==> src/hdl/bcs_pkg.sv <==
// ----------------------------------------------------------------------------
// bcs_pkg
// Shared types and constants of the barometric compensation sequencer.
// ----------------------------------------------------------------------------
package bcs_pkg;

    localparam int CAL_W   = 16;
    localparam int RAW_W   = 24;
    localparam int DT_W    = 26;
    localparam int PROD_W  = 43;
    localparam int OFF_W   = 37;
    localparam int SENS_W  = 35;
    localparam int RPROD_W = 60;
    localparam int DIFF_W  = 40;
    localparam int TEMP_W  = 24;
    localparam int PRESS_W = 27;
    localparam int POS_W   = 4;

    localparam int QUEUE_DEPTH = 2;
    localparam int QPTR_W      = 1;
    localparam int QCNT_W      = 2;

    localparam logic [2:0] REG_C1        = 3'd0;
    localparam logic [2:0] REG_C2        = 3'd1;
    localparam logic [2:0] REG_C3        = 3'd2;
    localparam logic [2:0] REG_C4        = 3'd3;
    localparam logic [2:0] REG_C5        = 3'd4;
    localparam logic [2:0] REG_C6        = 3'd5;
    localparam logic [2:0] REG_CONV_TICK = 3'd6;
    localparam logic [2:0] REG_READS     = 3'd7;

    localparam logic [1:0] CMD_NONE  = 2'd0;
    localparam logic [1:0] CMD_TEMP  = 2'd1;
    localparam logic [1:0] CMD_PRESS = 2'd2;

    localparam logic [1:0] KIND_REJECT = 2'd0;
    localparam logic [1:0] KIND_TEMP   = 2'd1;
    localparam logic [1:0] KIND_PRESS  = 2'd2;

    typedef struct packed {
        logic [CAL_W-1:0] c1;
        logic [CAL_W-1:0] c2;
        logic [CAL_W-1:0] c3;
        logic [CAL_W-1:0] c4;
        logic [CAL_W-1:0] c6;
    } calib_t;

    typedef struct packed {
        logic [CAL_W-1:0] c5;
        logic [7:0]       conversion_ticks;
        logic [3:0]       reads_per_cycle;
    } front_cfg_t;

    typedef struct packed {
        logic [1:0]              kind;
        logic [1:0]              cmd;
        logic                    zero;
        logic [RAW_W-1:0]        raw;
        logic signed [DT_W-1:0]  dt;
    } qentry_t;

endpackage

==> src/hdl/bcs_front.sv <==
// ----------------------------------------------------------------------------
// bcs_front
// Poll intake: conversion-time gate, read sequence and temperature difference.
// ----------------------------------------------------------------------------
module bcs_front
    import bcs_pkg::*;
#(
    parameter int SAMPLE_BITS = 24,
    parameter int TICK_BITS   = 32
)
(
    input  logic                   clk,
    input  logic                   rst_n,
    input  front_cfg_t             fcfg,
    input  logic                   in_valid,
    output logic                   in_stall,
    input  logic [TICK_BITS-1:0]   tick_now,
    input  logic [SAMPLE_BITS-1:0] raw_sample,
    output logic                   q_valid,
    input  logic                   q_stall,
    output qentry_t                q_data
);

    logic [POS_W-1:0]       seq_pos_reg, seq_pos_next;
    logic [TICK_BITS-1:0]   last_tick_reg, last_tick_next;
    logic signed [DT_W-1:0] held_dt_reg, held_dt_next;
    logic [TICK_BITS-1:0]   elapsed;
    logic                   take;
    logic                   due;
    logic [RAW_W-1:0]       raw_ext;
    logic signed [DT_W-1:0] dt_new;
    logic [POS_W:0]         pos_inc;

    assign in_stall = q_stall;
    assign q_valid  = in_valid;
    assign take     = in_valid && !q_stall;
    assign elapsed  = tick_now - last_tick_reg;
    assign due      = elapsed >= TICK_BITS'(fcfg.conversion_ticks);
    assign raw_ext  = RAW_W'(raw_sample);
    assign pos_inc  = (POS_W+1)'(seq_pos_reg) + (POS_W+1)'(1);

    always_comb
    begin
        if (raw_ext == '0)
        begin
            dt_new = '0;
        end
        else
        begin
            dt_new = DT_W'(raw_ext) - DT_W'({fcfg.c5, 8'h00});
        end
    end

    always_comb
    begin
        seq_pos_next   = seq_pos_reg;
        last_tick_next = last_tick_reg;
        held_dt_next   = held_dt_reg;
        q_data.kind    = KIND_REJECT;
        q_data.cmd     = CMD_NONE;
        q_data.zero    = 1'b1;
        q_data.raw     = raw_ext;
        q_data.dt      = held_dt_reg;
        if (due)
        begin
            last_tick_next = tick_now;
            if (seq_pos_reg == '0)
            begin
                held_dt_next = dt_new;
                seq_pos_next = POS_W'(1);
                q_data.kind  = KIND_TEMP;
                q_data.cmd   = CMD_PRESS;
                q_data.zero  = (dt_new == '0);
                q_data.dt    = dt_new;
            end
            else
            begin
                q_data.kind = KIND_PRESS;
                q_data.zero = (raw_ext == '0) || (held_dt_reg == '0);
                if (pos_inc >= (POS_W+1)'(fcfg.reads_per_cycle))
                begin
                    seq_pos_next = '0;
                    q_data.cmd   = CMD_TEMP;
                end
                else
                begin
                    seq_pos_next = pos_inc[POS_W-1:0];
                    q_data.cmd   = CMD_PRESS;
                end
            end
        end
    end

    always_ff @(posedge clk or negedge rst_n)
    begin
        if (!rst_n)
        begin
            seq_pos_reg   <= '0;
            last_tick_reg <= '0;
            held_dt_reg   <= '0;
        end
        else if (take)
        begin
            seq_pos_reg   <= seq_pos_next;
            last_tick_reg <= last_tick_next;
            held_dt_reg   <= held_dt_next;
        end
    end

endmodule

==> config.mk <==
export PLATFORM = sky130hd
export DESIGN_NAME = bcs_front
export DESIGN_NICKNAME = d
export VERILOG_FILES = /design/src/hdl/bcs_pkg.sv /design/src/hdl/bcs_front.sv
export SDC_FILE = /design/constraint.sdc
export NUM_CORES = 1
export LEC_CHECK = 0
export BUFFER_PORTS_ARGS = -buffer_cell sky130_fd_sc_hd__buf_2
export CORE_ASPECT_RATIO = 1.25
export CORE_UTILIZATION = 55
export CTS_BUF_LIST = sky130_fd_sc_hd__clkbuf_2
export CTS_CLUSTER_SIZE = 12
export DETAILED_ROUTE_END_ITERATION = 10
export PLACE_DENSITY = 0.8
export SLEW_MARGIN = 20
export SYNTH_ARGS = -nofsm -noshare
export SYNTH_HDL_FRONTEND = slang
export SYNTH_SLANG_ARGS = --single-unit
==> constraint.sdc <==
create_clock -name clk -period 9.7 [get_ports clk]
set_input_delay 2.425 -clock clk [delete_from_list [all_inputs] [get_ports clk]]
set_output_delay 2.425 -clock clk [all_outputs]
set_load 0.005 [all_outputs]
==> flow_summary.toml <==
[synthesis]
ys_ff_latch = 62
synth_nets = 1019
async_flop_share_pct = 100.0
seq_area_frac_synth_pct = 21.92
yosysWarningCount = 0
synth_cells = 868
synth_top_area_cell = "dfrtp_1"
yosysTopAreaCellShare_pct = 21.92
netlist_area_mm2 = 0.007078
synth-edff-count = 0
syn_area_per_cell_um2 = 8.154
netlist_top_cells_area = "dfrtp_1 22%, ha_1 11%, mux2_4 4.2%"
synthDistinctLibCells = 80
synth_top_flop_cell = "dfrtp_1"

[final_layout]
drive_above_1_share_pct = 23.81
mostFrequentLayoutCells = "144 x buf_2, 80 x nor2_1, 72 x nand2_1"
num_antenna_cells = 0
largest_register_ffs = 32
area_growth_pct = 11.30
fin_nets = 1112
layout_commonest_cell = "buf_2"

[critical_path]
path_max_fanout = 13
critPathLaunchType = "primary input"
criticalPathCategory = "in2out"
critPathArrivalTime_ps = 7080
endpoint_kind = "output port"
required_ps = 7280

[route]
avgViaCountPerCell = 6.055
drc = 0
post_drt_wl_per_cell_um = 16.36
drt_iter0_markers = 425
wl_um = 18490
dr.pass1.iters = 6
via_count = 6842
antenna_left = 0

[sta]
timing.fmax_ghz = 0.1052
finalCritPeriodShare_pct = 98.04
fin_worst_skew_ps = 47.80
finalMaxSlewViolations = 0
finalSetupViolCount = 0
final_hold_viol_count = 0
slew_headroom_pct = 45.42
setup_slack_ps = 190.3
layout_min_cycle_time_ps = 9510
tightest_slew_ps = 798.0

[clocking]
cts_max_level = 3
clk_latency_ps = 550
cts_sinks = 62
cts_tree = "done"
numCtsBuffers = 9
cts_root_buf = "clkbuf_2"
clockBufferDepth = 2
clk_pin_slew_worst_paths_ps = 160
hold_buffers = 0

[power]
power.density_mw_per_mm2 = 192.3
max-vdd-ir-drop_mv = 0.1650
p_total_uw = 1515
leakage_uw = 0.003718

[place]
post-dp-hpwl_um = 13900
pre_cts_slack_ps = 105.8
io_buffers = 144
gp_congestion = 0.9272

[grt]
grt_max_degree = 63
grt_usage_pct = 27.99
grt_pass1_vias = 6336
grt_antenna_before_repair = 0
grt-ovfl-total = 0
grt_pass1_wl_um = 29570

[die]
initial_core_util_pct = 57.40
core_mm2 = 0.01233
die_h_um = 128.8
num_rows = 45
io_pins = 145
die_x_um = 103.5
die_area_mm2 = 0.01333

[hold_path]
hold_class = "reg2reg"

[run]
drv_cap = 0

[status]
status = "finished, final reports clean"
-- report_power, final --
part           switching, uW  leakage [uW]  internal [uW]
Sequential              74.5      0.000757            336
Clock                    110     0.0000906            112
Combinational            453       0.00287            430
-- final timing paths --
| check | slack (ps) | from | endpoint | cells after the start |
|---|---|---|---|---|
| max in group asynchronous | 7110 | rst_n | last_tick_reg[16] | 2 |
| min in group asynchronous | 1980 | rst_n | last_tick_reg[4] | 2 |
| setup reg to reg | 3950 | last_tick_reg[1] | held_dt_reg[24] | 20 |
| setup / recovery | 190 | tick_now[1] | q_data[4] | 21 |
| hold reg to reg | 520 | last_tick_reg[16] | last_tick_reg[16] | 2 |
| hold / removal | 520 | last_tick_reg[16] | last_tick_reg[16] | 2 |
-- layout make-up --
type | count | area, um^2
Tap cell | 164 | 205.2
Inverter | 70 | 262.8
Clock inverter | 7 | 118.9
Sequential cell | 62 | 1551
Timing Repair Buffer | 155 | 840.8
Multi-Input combinational cell | 663 | 4853
Clock buffer | 9 | 45.04
Fill cell | 1097 | 4453
-- cells in the mapped netlist, types with 9 or more instances --
| master | n |
|---|---|
| a21o_1 | 14 |
| nand2_1 | 72 |
| clkbuf_1 | 27 |
| nor3_1 | 18 |
| mux2_4 | 20 |
| ha_1 | 61 |
| mux2_2 | 14 |
| a32oi_1 | 32 |
| mux2_1 | 19 |
| o21ai_0 | 50 |
| nand2b_1 | 9 |
| xnor2_1 | 18 |
| a21oi_1 | 38 |
| nor2_1 | 80 |
| nor4_1 | 14 |
| buf_2 | 9 |
| nand4_1 | 18 |
| o21a_1 | 17 |
| inv_1 | 69 |
| buf_4 | 29 |
| nand3_1 | 20 |
| dfrtp_1 | 62 |
-- timing repair --
item,CTS,global route
setup buffers,0,0
setup endpoints to repair,0,30
gates resized for setup,0,11
-- critical path, stage by stage --
cell       delay (ps)
buf_2             110
ha_1              280
nor2b_1           140
o31a_1            300
o21a_1            200
o21ai_0           140
nand2b_1           70
a21oi_1           170
xnor2_1           140
ha_1              280
a221oi_2          270
nand4_1           150
nor4b_2           290
o2111ai_1         150
or4_4             550
nor4_4            260
and4_4            290
a31o_4            200
clkbuf_16         180
mux2_2            330
buf_2             120
-- stage by stage --
step	cells	util [%]	hold slack (ps)	cell area [um^2]	setup TNS, ps
2_1_floorplan	868	-	460.7	7078	0
3_3_place_gp	1113	61.99	473.8	7644	0
3_5_place_dp	1113	61.99	483.4	7644	0
4_1_cts	1129	63.32	525.3	7807	0
5_1_grt	1130	63.89	556.2	7878	-1438
6_report	1130	63.89	522.9	7878	0
-- per-layer routing --
| metal | global-route usage, % | share of wire [%] |
|---|---|---|
| met3 | 4.617 | 4.9 |
| met2 | 50.10 | 50 |
| met4 | 10.11 | 2.4 |
| met1 | 33.12 | 43 |
| met5 | 0 | 0 |
-- kinds of logic (layout without fill, tap and decap cells) --
family | after synthesis | count (layout) | synth area share, %
compound gates | 227 | 227 | 22.63
xor+xnor | 26 | 26 | 3.217
mux | 58 | 58 | 10.20
simple gates | 289 | 289 | 20.42
fa+ha+maj | 63 | 63 | 11.35
buf+inv | 143 | 241 | 10.27
flops | 62 | 62 | 21.92
Power figures use the tool's default switching activity.
