## src/hdl/bcs_pkg.sv

```systemverilog
// ----------------------------------------------------------------------------
// bcs_pkg
// Shared types and constants of the barometric compensation sequencer.
// ----------------------------------------------------------------------------
package bcs_pkg;

    localparam int CAL_W   = 16;
    localparam int RAW_W   = 24;
    localparam int DT_W    = 26;
    localparam int PROD_W  = 43;
    localparam int OFF_W   = 37;
    localparam int SENS_W  = 35;
    localparam int RPROD_W = 60;
    localparam int DIFF_W  = 40;
    localparam int TEMP_W  = 24;
    localparam int PRESS_W = 27;
    localparam int POS_W   = 4;

    localparam int QUEUE_DEPTH = 2;
    localparam int QPTR_W      = 1;
    localparam int QCNT_W      = 2;

    localparam logic [2:0] REG_C1        = 3'd0;
    localparam logic [2:0] REG_C2        = 3'd1;
    localparam logic [2:0] REG_C3        = 3'd2;
    localparam logic [2:0] REG_C4        = 3'd3;
    localparam logic [2:0] REG_C5        = 3'd4;
    localparam logic [2:0] REG_C6        = 3'd5;
    localparam logic [2:0] REG_CONV_TICK = 3'd6;
    localparam logic [2:0] REG_READS     = 3'd7;

    localparam logic [1:0] CMD_NONE  = 2'd0;
    localparam logic [1:0] CMD_TEMP  = 2'd1;
    localparam logic [1:0] CMD_PRESS = 2'd2;

    localparam logic [1:0] KIND_REJECT = 2'd0;
    localparam logic [1:0] KIND_TEMP   = 2'd1;
    localparam logic [1:0] KIND_PRESS  = 2'd2;

    typedef struct packed {
        logic [CAL_W-1:0] c1;
        logic [CAL_W-1:0] c2;
        logic [CAL_W-1:0] c3;
        logic [CAL_W-1:0] c4;
        logic [CAL_W-1:0] c6;
    } calib_t;

    typedef struct packed {
        logic [CAL_W-1:0] c5;
        logic [7:0]       conversion_ticks;
        logic [3:0]       reads_per_cycle;
    } front_cfg_t;

    typedef struct packed {
        logic [1:0]              kind;
        logic [1:0]              cmd;
        logic                    zero;
        logic [RAW_W-1:0]        raw;
        logic signed [DT_W-1:0]  dt;
    } qentry_t;

endpackage

```

## src/hdl/bcs_queue.sv

```systemverilog
// ----------------------------------------------------------------------------
// bcs_queue
// Short FIFO of classified transactions between the front and back parts.
// ----------------------------------------------------------------------------
module bcs_queue
    import bcs_pkg::*;
(
    input  logic    clk,
    input  logic    rst_n,
    input  logic    push_valid,
    output logic    push_stall,
    input  qentry_t push_data,
    output logic    pop_valid,
    input  logic    pop_stall,
    output qentry_t pop_data
);

    qentry_t            mem [QUEUE_DEPTH];
    logic [QPTR_W-1:0]  wr_ptr_reg, wr_ptr_next;
    logic [QPTR_W-1:0]  rd_ptr_reg, rd_ptr_next;
    logic [QCNT_W-1:0]  count_reg, count_next;
    logic               do_push;
    logic               do_pop;

    assign push_stall = (count_reg == QCNT_W'(QUEUE_DEPTH));
    assign pop_valid  = (count_reg != '0);
    assign pop_data   = mem[rd_ptr_reg];
    assign do_push    = push_valid && !push_stall;
    assign do_pop     = pop_valid && !pop_stall;

    always_comb
    begin
        wr_ptr_next = do_push ? wr_ptr_reg + QPTR_W'(1) : wr_ptr_reg;
        rd_ptr_next = do_pop ? rd_ptr_reg + QPTR_W'(1) : rd_ptr_reg;
        count_next  = count_reg;
        if (do_push && !do_pop)
        begin
            count_next = count_reg + QCNT_W'(1);
        end
        else if (do_pop && !do_push)
        begin
            count_next = count_reg - QCNT_W'(1);
        end
    end

    always_ff @(posedge clk)
    begin
        if (do_push)
        begin
            mem[wr_ptr_reg] <= push_data;
        end
    end

    always_ff @(posedge clk or negedge rst_n)
    begin
        if (!rst_n)
        begin
            wr_ptr_reg <= '0;
            rd_ptr_reg <= '0;
            count_reg  <= '0;
        end
        else
        begin
            wr_ptr_reg <= wr_ptr_next;
            rd_ptr_reg <= rd_ptr_next;
            count_reg  <= count_next;
        end
    end

endmodule

```

## config.mk

```make
export PLATFORM = sky130hd
export DESIGN_NAME = bcs_queue
export DESIGN_NICKNAME = d
export VERILOG_FILES = /design/src/hdl/bcs_pkg.sv /design/src/hdl/bcs_queue.sv
export SDC_FILE = /design/constraint.sdc
export NUM_CORES = 1
export LEC_CHECK = 0
export BUFFER_PORTS_ARGS = -buffer_cell sky130_fd_sc_hd__buf_2
export CORE_MARGIN = 2
export CORE_UTILIZATION = 40
export CTS_CLUSTER_DIAMETER = 150
export DETAILED_ROUTE_END_ITERATION = 8
export PLACE_DENSITY_LB_ADDON = 0.3
export SLEW_MARGIN = 20
export SYNTH_ARGS = -nofsm -noshare
export SYNTH_HDL_FRONTEND = slang
export SYNTH_SLANG_ARGS = --single-unit
```

## constraint.sdc

```tcl
create_clock -name clk -period 3.8 [get_ports clk]
set_input_delay 0.19 -clock clk [delete_from_list [all_inputs] [get_ports clk]]
set_output_delay 0.19 -clock clk [all_outputs]
set_load 0.03 [all_outputs]
```

==> impl_table.tex <==
\begin{tabular}{lr}
\hline
Metric & Value \\
\hline
\multicolumn{2}{l}{\textbf{Setup path}} \\
\quad R2r worst-path depth & 3 \\
\quad R2r startpoint & count\_reg[0] \\
\quad CP startpoint kind & flip-flop \\
\quad Required arrival time at the worst endpoint & approximately 3600 ps \\
\quad FF-to-FF setup slack & approximately 1700 ps \\
\quad Kind of end point of the critical path & primary output \\
\quad Startpoint-to-endpoint class of the critical path & reg -> out \\
\quad Data arrival time of the worst path & $\sim$2200 ps \\
\quad Critical register-to-register path endpoint & mem[1][4] \\
\quad Biggest fanout along the worst timing path & 56 \\
\multicolumn{2}{l}{\textbf{Status}} \\
\quad Result of the run & finished clean \\
\multicolumn{2}{l}{\textbf{STA}} \\
\quad Hold WS & about 91 ps \\
\quad Worst Clk Skew & $\sim$7.6 ps \\
\quad Final Max Slew Viols & 0 \\
\quad Actual transition at the worst max-transition pin & 992.4 ps \\
\quad Total count of hold-check failures in the final report & 0 \\
\quad Share of the cycle needed by the critical path after routing & 0.6333 \\
\quad Setup-failing EPs final & 0 \\
\quad TNS Setup & 0 ps \\
\quad Minimum period implied by the final worst setup slack & around 2400 ps \\
\quad Rel. slew slack & 0.3384 \\
\quad Maximum operating frequency & 415.6 MHz \\
\quad Setup repair after global routing missed its margin & no \\
\multicolumn{2}{l}{\textbf{Clock network}} \\
\quad Resize count post-CTS & 0 \\
\quad H-tree levels & 4 \\
\quad Cell at the root of the clock tree & clkbuf\_8 \\
\quad Maximum buffer depth of the clock tree & 2 \\
\quad Clock-pin slew on the worst setup and hold paths & 50 ps \\
\quad Number of CTS-inserted buffers & 17 \\
\quad Clock network latency to the later pin of the worst-skew pair & 490 ps \\
\quad CTS sink cnt & between 100 and 150 \\
\quad Clock tree from TritonCTS & built \\
\quad Post-CTS Setup Repair Bufs & 0 \\
\multicolumn{2}{l}{\textbf{Power and ir drop}} \\
\quad Max rail drop VDD & $\sim$0.68 mV \\
\quad Cell area power density & approximately 830 nW/um2 \\
\quad LEAKAGE & about 2.5 nW \\
\multicolumn{2}{l}{\textbf{Yosys}} \\
\quad Synth Cell Area & 4337 um2 \\
\quad Post-synth net total & 250 \\
\quad Mean area per synthesized cell & between 20 and 25 um2 \\
\quad Warnings from Yosys & 0 \\
\quad Leading area contributor after synthesis & edfxtp\_1 \\
\quad Number of storage elements in the synthesis netlist & between 100 and 150 \\
\quad Seq/Total Area, Yosys & 0.7848 \\
\quad Portion of synthesized cell area occupied by the leading cell type & 0.7617 \\
\quad Largest cells by area after synthesis & edfxtp\_1, mux2\_4, mux2\_2, dfrtp\_1, buf\_6 \\
\quad Number of distinct library cells after synthesis & 16 \\
\quad Cells after synthesis & 190 \\
\multicolumn{2}{l}{\textbf{Routing}} \\
\quad Wire length after detailed routing & $\sim$7400 um \\
\quad Vias post-DR & roughly 2400 \\
\quad Remaining number of nets flagged by the antenna check after routing & 0 \\
\quad Iteration count of the initial detailed-routing pass & 4 \\
\quad Vias/cell & roughly 4.5 \\
\quad DR iter-0 viols & 83 \\
\quad Routed wire length per instance & roughly 14 um \\
\quad Post-route DRC & 0 \\
\multicolumn{2}{l}{\textbf{Die}} \\
\quad Count of standard-cell rows & 38 \\
\quad Die area & about 12000 um2 \\
\quad DIE HEIGHT & about 110 um \\
\quad Starting density of the core & 0.4054 \\
\quad Core outline area & about 11000 um2 \\
\quad Die width & 108.1 um \\
\quad Ports placed on the boundary & $\sim$120 \\
\multicolumn{2}{l}{\textbf{Place}} \\
\quad Last weighted congestion value of the routability-driven placer & between 0.7 and 0.8 \\
\quad Number of port buffers & around 120 \\
\quad HPWL after DPL & around 4200 um \\
\multicolumn{2}{l}{\textbf{Global routing}} \\
\quad Wire length of the first global-routing pass & 11200 um \\
\quad Antenna violations before repair & 0 \\
\quad Largest net degree at the start of global routing & 57 \\
\quad Total global-route track usage & 0.1308 \\
\quad Number of global-route vias before repair & 2431 \\
\quad Leftover overflow at the end of global routing & 0 \\
\multicolumn{2}{l}{\textbf{Layout}} \\
\quad Number of inserted filler cells in the final layout & 840 \\
\quad Number of nets in the final layout & 438 \\
\quad Fraction of layout instances using a drive strength above 1 & 0.5320 \\
\quad Diode count & 0 \\
\quad Area added between synthesis and finish & 44.14\% \\
\quad Number of flip-flops in the largest register & 110 \\
\multicolumn{2}{l}{\textbf{Flow run}} \\
\quad Max-cap violations & 0 \\
\multicolumn{2}{l}{\textbf{Min path}} \\
\quad Worst min-delay path endpoint & wr\_ptr\_reg \\
\quad Origin of the worst min-delay path & push\_valid \\
\quad Min-Delay Path Depth & 3 \\
\quad Class of the worst hold path & in -> reg \\
\hline
\end{tabular}
-- placed cells by master, fill, tap and decap left out --
master	synthesis	layout
clkbuf_1	0	1
nand2_1	1	1
clkinv_2	0	6
nor2_4	0	1
nand2b_1	1	1
xor2_1	2	2
xnor2_1	3	3
clkbuf_8	0	4
dfrtp_1	4	3
nor2_1	2	1
ha_1	1	1
bufinv_16	0	4
dfrtp_4	0	1
clkinvlp_4	0	1
clkbuf_16	0	16
edfxtp_1	110	110
nand2b_2	1	1
mux2_4	40	40
buf_2	1	115
dlygate4sd3_1	0	58
or2_2	1	1
and3_2	0	1
inv_1	2	2
mux2_2	15	15
buf_4	0	2
-- cells in the mapped netlist (all sizes together) --
cell type,count
edfxtp,110
nand2b,2
nor2,2
mux2,55
inv,2
ha,1
or2,1
xor2,2
dfrtp,4
and3,1
buf,6
xnor2,3
nand2,1
-- cell families (layout without fill, tap and decap cells) --
kind of cell | after synthesis | in the layout | share of synthesized area
muxes | 55 | 55 | 0.1774
buffers and inverters | 8 | 209 | 0.01587
and+or+nand+nor | 7 | 7 | 0.008947
adders and majority gates | 1 | 1 | 0.002885
xor gates and xnor gates | 5 | 5 | 0.01010
DFF | 114 | 114 | 0.7848
-- routing by layer --
layer | up-vias | share of wire | global-route usage
met5 | - | 0 | 0
met4 | 0 | 0.018 | 0.06960
met3 | 10 | 0.053 | 0.05304
met2 | 69 | 0.51 | 0.2125
met1 | 1171 | 0.42 | 0.1482
li1 | 1129 | - | -
-- power breakdown --
| group | switching, mW | leakage [nW] | internal, mW |
|---|---|---|---|
| clock | 0.503 | 0.307 | 1.11 |
| sequential | 0.225 | 1.07 | 1.73 |
| combinational | 0.943 | 1.15 | 0.699 |
| total | 1.67 | 2.53 | 3.53 |
-- per-stage QoR --
stage	worst slack, ps	area (um2)	instances	total power, mW	utilization
final	1394	6251	531	5.206	0.5843
after global routing	1276	6251	531	5.434	0.5843
after CTS	1323	6251	531	5.284	0.5843
after detailed placement	1667	5054	441	3.599	0.4724
after global placement	1708	5054	441	3.581	0.4724
after floorplan	404.5	4337	190	3.212	-
-- worst max-delay path: stages (launching register included) --
cell and delay [ps]:
dfrtp_4 1080, mux2_2 430, buf_2 180
-- how the worst max path moves through the flow --
stage / start / endpoint / slack, ps / cells past startpoint
2_1_floorplan: count_reg[0] / mem[0][0] / 400 / 3
5_1_grt: rd_ptr_reg / pop_data[40] / 1280 / 2
4_1_cts: rd_ptr_reg / pop_data[26] / 1320 / 2
3_3_place_gp: count_reg[0] / mem[1][6] / 1710 / 3
3_5_place_dp: count_reg[0] / mem[1][13] / 1670 / 3
6_report: rd_ptr_reg / pop_data[39] / 1390 / 2
-- layout make-up --
cell class,count,area [um2],area share
repair buffers,175,1171,0.1873
flip-flops and latches,114,3407,0.5450
well taps,140,175.2,0.02802
multi-input cells,68,873.3,0.1397
inverters,2,7.507,0.001201
clock buffers,21,459.2,0.07346
clock inverters,11,157.7,0.02522
-- repair_timing --
action                                  4_1_cts  5_1_grt
endpoints found under the hold margin       115        0
hold buffers                                 58        0
endpoints found under the setup margin        0        0
(Power assumes the default switching activity.)
